`src/rtl/srt_process_scheduler_macros.svh`:
```
// assertion macros for the scheduler rtl
`ifndef SRT_PROCESS_SCHEDULER_MACROS_SVH
`define SRT_PROCESS_SCHEDULER_MACROS_SVH
`ifndef ASSERT_OFF
// same-cycle implication
`define SRT_ASSERT_IMPL(lbl, clk, rstn, ante, cons) \
    lbl: assert property (@(posedge clk) disable iff (!rstn) (ante) |-> (cons)) \
        else $error("srt scheduler: same-cycle check failed");
// next-cycle implication
`define SRT_ASSERT_NEXT(lbl, clk, rstn, ante, cons) \
    lbl: assert property (@(posedge clk) disable iff (!rstn) (ante) |=> (cons)) \
        else $error("srt scheduler: next-cycle check failed");
`else
`define SRT_ASSERT_IMPL(lbl, clk, rstn, ante, cons)
`define SRT_ASSERT_NEXT(lbl, clk, rstn, ante, cons)
`endif
`endif

```
`src/rtl/srt_pkg.sv`:
```
package srt_pkg;

    localparam int DEF_MAX_SLOTS = 64;
    localparam int DEF_TIME_BITS = 24;

    localparam int CMD_W      = 2;
    localparam int SLOT_W     = 6;
    localparam int BURST_W    = 16;
    localparam int OUT_TIME_W = 24;
    localparam int COUNT_W    = 7;
    localparam int APB_ADDR_W = 3;
    localparam int APB_DATA_W = 32;
    localparam int S_DATA_W   = 40;
    localparam int M_DATA_W   = 128;
    localparam int M_USER_W   = 2;

    localparam logic [CMD_W-1:0] CMD_LOAD    = 2'd0;
    localparam logic [CMD_W-1:0] CMD_TICK    = 2'd1;
    localparam logic [CMD_W-1:0] CMD_RESTART = 2'd2;

    localparam logic REG_ACTIVE_COUNT = 1'b0;
    localparam logic [COUNT_W-1:0] ACTIVE_COUNT_RESET = 7'd1;

    typedef enum logic [1:0] {
        ST_IDLE,
        ST_SCAN,
        ST_UPD,
        ST_FIN
    } srt_state_t;

    // control flags of the candidate travelling along the cell row
    typedef struct packed {
        logic valid;
        logic found;
        logic started;
    } scan_ctl_t;

    // broadcast commands from the sequencer to every cell
    typedef struct packed {
        logic load;
        logic restart;
        logic update;
    } cell_cmd_t;

endpackage

```
`src/rtl/srt_cell.sv`:
```
module srt_cell #(
    parameter int IDX       = 0,
    parameter int IDX_W     = 6,
    parameter int CNT_W     = 7,
    parameter int TIME_BITS = 24
) (
    input  logic                    aclk,
    input  logic                    aresetn,
    input  srt_pkg::cell_cmd_t      cmd,
    input  logic [IDX_W-1:0]        load_idx,
    input  logic [15:0]             load_arr,
    input  logic [15:0]             load_bst,
    input  logic [IDX_W-1:0]        upd_idx,
    input  logic [TIME_BITS-1:0]    upd_rsp,
    input  logic [TIME_BITS-1:0]    clock_now,
    input  logic [CNT_W-1:0]        eff_count,
    input  srt_pkg::scan_ctl_t      in_ctl,
    input  logic [15:0]             in_rem,
    input  logic [IDX_W-1:0]        in_idx,
    input  logic [15:0]             in_arr,
    input  logic [15:0]             in_bst,
    input  logic [TIME_BITS-1:0]    in_rsp,
    output srt_pkg::scan_ctl_t      out_ctl,
    output logic [15:0]             out_rem,
    output logic [IDX_W-1:0]        out_idx,
    output logic [15:0]             out_arr,
    output logic [15:0]             out_bst,
    output logic [TIME_BITS-1:0]    out_rsp
);
    import srt_pkg::*;

    localparam logic [IDX_W-1:0] MY_IDX = IDX_W'(IDX);

    logic [15:0]          arr_reg;
    logic [15:0]          bst_reg;
    logic [15:0]          rem_reg;
    logic                 started_reg;
    logic [TIME_BITS-1:0] rsp_reg;

    scan_ctl_t            ctl_reg, ctl_next;
    logic [15:0]          trem_reg, trem_next;
    logic [IDX_W-1:0]     tidx_reg, tidx_next;
    logic [15:0]          tarr_reg, tarr_next;
    logic [15:0]          tbst_reg, tbst_next;
    logic [TIME_BITS-1:0] trsp_reg, trsp_next;

    logic eligible;
    logic take;
    logic hit_upd;

    assign eligible = (CNT_W'(IDX) < eff_count) && (TIME_BITS'(arr_reg) <= clock_now)
                      && (rem_reg != 16'd0);
    // strict compare keeps the earlier, lower slot on a tie
    assign take     = eligible && (!in_ctl.found || (rem_reg < in_rem));
    assign hit_upd  = cmd.update && (upd_idx == MY_IDX);

    always_comb begin
        ctl_next.valid = in_ctl.valid;
        if (take) begin
            ctl_next.found   = 1'b1;
            ctl_next.started = started_reg;
            trem_next        = rem_reg;
            tidx_next        = MY_IDX;
            tarr_next        = arr_reg;
            tbst_next        = bst_reg;
            trsp_next        = rsp_reg;
        end else begin
            ctl_next.found   = in_ctl.found;
            ctl_next.started = in_ctl.started;
            trem_next        = in_rem;
            tidx_next        = in_idx;
            tarr_next        = in_arr;
            tbst_next        = in_bst;
            trsp_next        = in_rsp;
        end
    end

    always_ff @(posedge aclk) begin
        if (!aresetn) begin
            ctl_reg     <= '0;
            rem_reg     <= '0;
            started_reg <= 1'b0;
        end else begin
            ctl_reg <= ctl_next;
            if (cmd.restart) begin
                rem_reg     <= bst_reg;
                started_reg <= 1'b0;
            end else if (hit_upd) begin
                rem_reg     <= rem_reg - 16'd1;
                started_reg <= 1'b1;
            end
        end
    end

    always_ff @(posedge aclk) begin
        trem_reg <= trem_next;
        tidx_reg <= tidx_next;
        tarr_reg <= tarr_next;
        tbst_reg <= tbst_next;
        trsp_reg <= trsp_next;
        if (cmd.load && (load_idx == MY_IDX)) begin
            arr_reg <= load_arr;
            bst_reg <= load_bst;
        end
        if (hit_upd && !started_reg) begin
            rsp_reg <= upd_rsp;
        end
    end

    assign out_ctl = ctl_reg;
    assign out_rem = trem_reg;
    assign out_idx = tidx_reg;
    assign out_arr = tarr_reg;
    assign out_bst = tbst_reg;
    assign out_rsp = trsp_reg;

endmodule

```
`config.mk`:
```
export PLATFORM = sky130hd
export DESIGN_NAME = srt_cell
export DESIGN_NICKNAME = d
export VERILOG_FILES = /design/src/rtl/srt_process_scheduler_macros.svh /design/src/rtl/srt_pkg.sv /design/src/rtl/srt_cell.sv
export SDC_FILE = /design/constraint.sdc
export NUM_CORES = 1
export LEC_CHECK = 0
export ABC_AREA = 1
export BUFFER_PORTS_ARGS = -buffer_cell sky130_fd_sc_hd__buf_4
export CORE_MARGIN = 2
export CORE_UTILIZATION = 49
export CTS_BUF_LIST = sky130_fd_sc_hd__clkbuf_8
export DETAILED_ROUTE_END_ITERATION = 6
export GPL_TIMING_DRIVEN = 0
export PLACE_DENSITY = 0.85
export SETUP_SLACK_MARGIN = 0.1
export SYNTH_ARGS = -nofsm -noshare
export SYNTH_HDL_FRONTEND = slang
export SYNTH_SLANG_ARGS = --single-unit
```
`constraint.sdc`:
```
create_clock -name aclk -period 2.79 [get_ports aclk]
set_input_delay 0.1395 -clock aclk [delete_from_list [all_inputs] [get_ports aclk]]
set_output_delay 0.1395 -clock aclk [all_outputs]
set_load 0.05 [all_outputs]
```
==> impl_metrics.env <==
export IMPL_cp_arrival_ns=2.77
export IMPL_placed_cell_area_um2=8433
export IMPL_cts_sink_count=154
export IMPL_synth_fa_ha_area_share_pct=6.440
export IMPL_final_cells=1300
export IMPL_start_kind="flop"
export IMPL_status="finished, final reports clean"
export IMPL_ys_types=36
export IMPL_vias_per_cell=4.958
export IMPL_die_h_um=116.6
export IMPL_dp_cells=1127
export IMPL_crit_required_ns=3.14
export IMPL_layout_commonest_cell="nand2_1"
export IMPL_antenna_found_initial=1
export IMPL_synth_compound_area_share_pct=5.092
export IMPL_finalSetupTns_ns=0
export IMPL_gr_usage_met3_pct=7.006
export IMPL_gp_congestion=0.9013
export IMPL_first_pass_iters=5
export IMPL_portBuffers=264
export IMPL_rows=41
export IMPL_layout_drive_gt1_share_pct=28.22
export IMPL_cts_clk_slew_worst_paths_ns=0.09
export IMPL_drtAntennaViolNets=0
export IMPL_use_met2_pct=58.02
export IMPL_drv_cap=0
export IMPL_synth_area_um2=6217
export IMPL_clock_latency_ns=0.46
export IMPL_h_tree_depth=4
export IMPL_fin_skew_ns=0.02027
export IMPL_synth_top_family_by_area="simple AND/OR/NAND/NOR gates"
export IMPL_use_met1_pct=33.95
export IMPL_dr_first_iter_drc_count=532
export IMPL_synth_warnings=0
export IMPL_grt_use_total_pct=31.79
export IMPL_slew_violations=0
export IMPL_grt_max_degree=33
export IMPL_yosys_mux_area_fraction_pct=0
export IMPL_first_global_vias=6826
export IMPL_most_common_layout_cells="270 x nand2_1, 266 x buf_4, 140 x dlygate4sd3_1"
export IMPL_die_w_um=116.6
export IMPL_hold_viol_final=0
export IMPL_via_count=6446
export IMPL_max_slew_margin_rel_pct=45.85
export IMPL_dieArea_um2=13600
export IMPL_finalCritPeriodShare_pct=86.85
export IMPL_synth_xor_area_share_pct=1.127
export IMPL_endpoint_kind="flop"
export IMPL_synth_fp_nets=907
export IMPL_p_per_area_nw_per_um2=522.7
export IMPL_synth_seq_area_share_pct=58.60
export IMPL_drt_total_wl_um=21740
export IMPL_grt_pass1_wl_um=32520
export IMPL_post_route_min_period_ns=2.423
export IMPL_yosysTopAreaCellShare_pct=31.56
export IMPL_crit_fanout=4
export IMPL_synth_top_cell_by_area="dfxtp_1"
export IMPL_place_hpwl_um=12750
export IMPL_grt_most_used_layer="met2"
export IMPL_rsz0062_at_grt="false"
export IMPL_setup_viol=0
export IMPL_syn_mean_instance_area_um2=9.010
export IMPL_yosys_area_share_simple_pct=22.24
export IMPL_numCtsBuffers=17
export IMPL_fin_hold_ws_ns=0.09837
export IMPL_cts_tree="yes"
export IMPL_tightest_slew_ns=0.8123
export IMPL_power_total_mw=5.332
export IMPL_ys_ff_latch=154
export IMPL_overflow=0
export IMPL_vdd_drop_max_mv=0.3891
export IMPL_nets=1331
export IMPL_hold_class="in2reg"
export IMPL_path_class="reg2reg"
export IMPL_core_area_um2=12520
export IMPL_syn_inst=690
export IMPL_io_pins=266
export IMPL_final_area_um2=10200
export IMPL_p_leak_nw=5.050
export IMPL_cts_path_max_buffers=2
export IMPL_netlist_top_cells_area="dfxtp_1 32%, edfxtp_1 27%, nand2_1 16%"
export IMPL_cts_root_buf="clkbuf_8"
export IMPL_drc=0
export IMPL_synthToLayoutAreaGrowth_pct=64.08
export IMPL_wire_per_inst_um=16.72
export IMPL_postCtsSetupBuffers=0
export IMPL_start_util_pct=49.67
export IMPL_fmax_ghz=0.4127
[logic make-up (layout without fill, tap and decap cells)]
group | count (synthesis) | after routing
compound gates | 54 | 54
xor+xnor | 8 | 8
fa+ha+maj | 32 | 32
buf+inv | 92 | 529
flops | 154 | 154
other cells | 0 | 1
simple gates | 350 | 350
[cell type report]
class                           count  area [um2]
Antenna cell                        1       2.502
Tap cell                          172       215.2
Clock inverter                     14       116.4
Fill cell                         763        2316
Clock buffer                       18       247.7
Multi-Input combinational cell    444        2173
Buffer                             19       127.6
Inverter                           73       276.5
Sequential cell                   154        3643
Timing Repair Buffer              405        3398
[path summary, 6_finish.rpt]
kind | start | end | slack, ns | cells after the start
max | arr_reg[15] | out_ctl[0] | 0.37 | 11
min | cmd[1] | rem_reg[7] | 0.1 | 3
max reg2reg | arr_reg[15] | out_ctl[0] | 0.37 | 11
min reg2reg | rsp_reg[5] | out_rsp[5] | 0.44 | 2
[worst max-delay path, stage by stage (launching register included)]
cell and delay [ns]:
edfxtp_1 0.40, ha_1 0.32, nand2_1 0.08, nor2_1 0.14
nand2_1 0.10, nor2_2 0.16, nand3_2 0.10, a21oi_4 0.24
nand3_1 0.10, nand2_1 0.07, nor2_1 0.04, dlygate4sd3_1 0.55
[per-stage QoR]
stage               setup slack [ns]  utilization [%]
floorplan                     0.7391                -
global placement             -0.1486            67.22
detailed placement            0.5103            67.37
CTS                           0.3833            81.48
global route                  0.1939            81.50
finish                        0.3668            81.50
[routing by layer]
layer,wire [um],vias to the layer above
li1,-,3053
met1,7879,2958
met2,11360,342
met3,1441,93
met4,1057,0
met5,0,-
[cell usage after synthesis]
cell type	instances
xor2_1	7
clkinv_1	1
edfxtp_1	56
a21o_1	2
nand3_1	14
o221ai_1	1
clkbuf_1	3
nand2_2	1
nand2_4	1
nand2_1	270
a211oi_1	1
dfxtp_1	98
nand4_1	4
inv_4	1
buf_4	2
inv_1	70
inv_2	1
a221oi_1	1
a22oi_1	1
nor4_1	2
a21oi_1	16
o211ai_1	1
nand3_2	1
xnor2_1	1
nor3_1	6
o22ai_1	2
nor2_2	4
a31oi_1	10
ha_1	32
a21oi_4	1
clkbuf_2	1
buf_2	8
and3_1	1
buf_6	5
o21ai_0	18
nor2_1	46
[power breakdown]
part / total [mW] / internal (mW) / switching (mW) / leakage, nW
Combinational: 1.23 / 0.526 / 0.707 / 3.52
Clock: 1.62 / 0.793 / 0.827 / 0.208
Sequential: 2.48 / 2.43 / 0.0478 / 1.32
[what timing repair did]
item | 4_1_cts | 5_1_grt
hold buffers | 140 | 0
gates resized for setup | 0 | 0
endpoints found under the hold margin | 139 | 0
No activity file was read; power rests on OpenSTA's default activity.
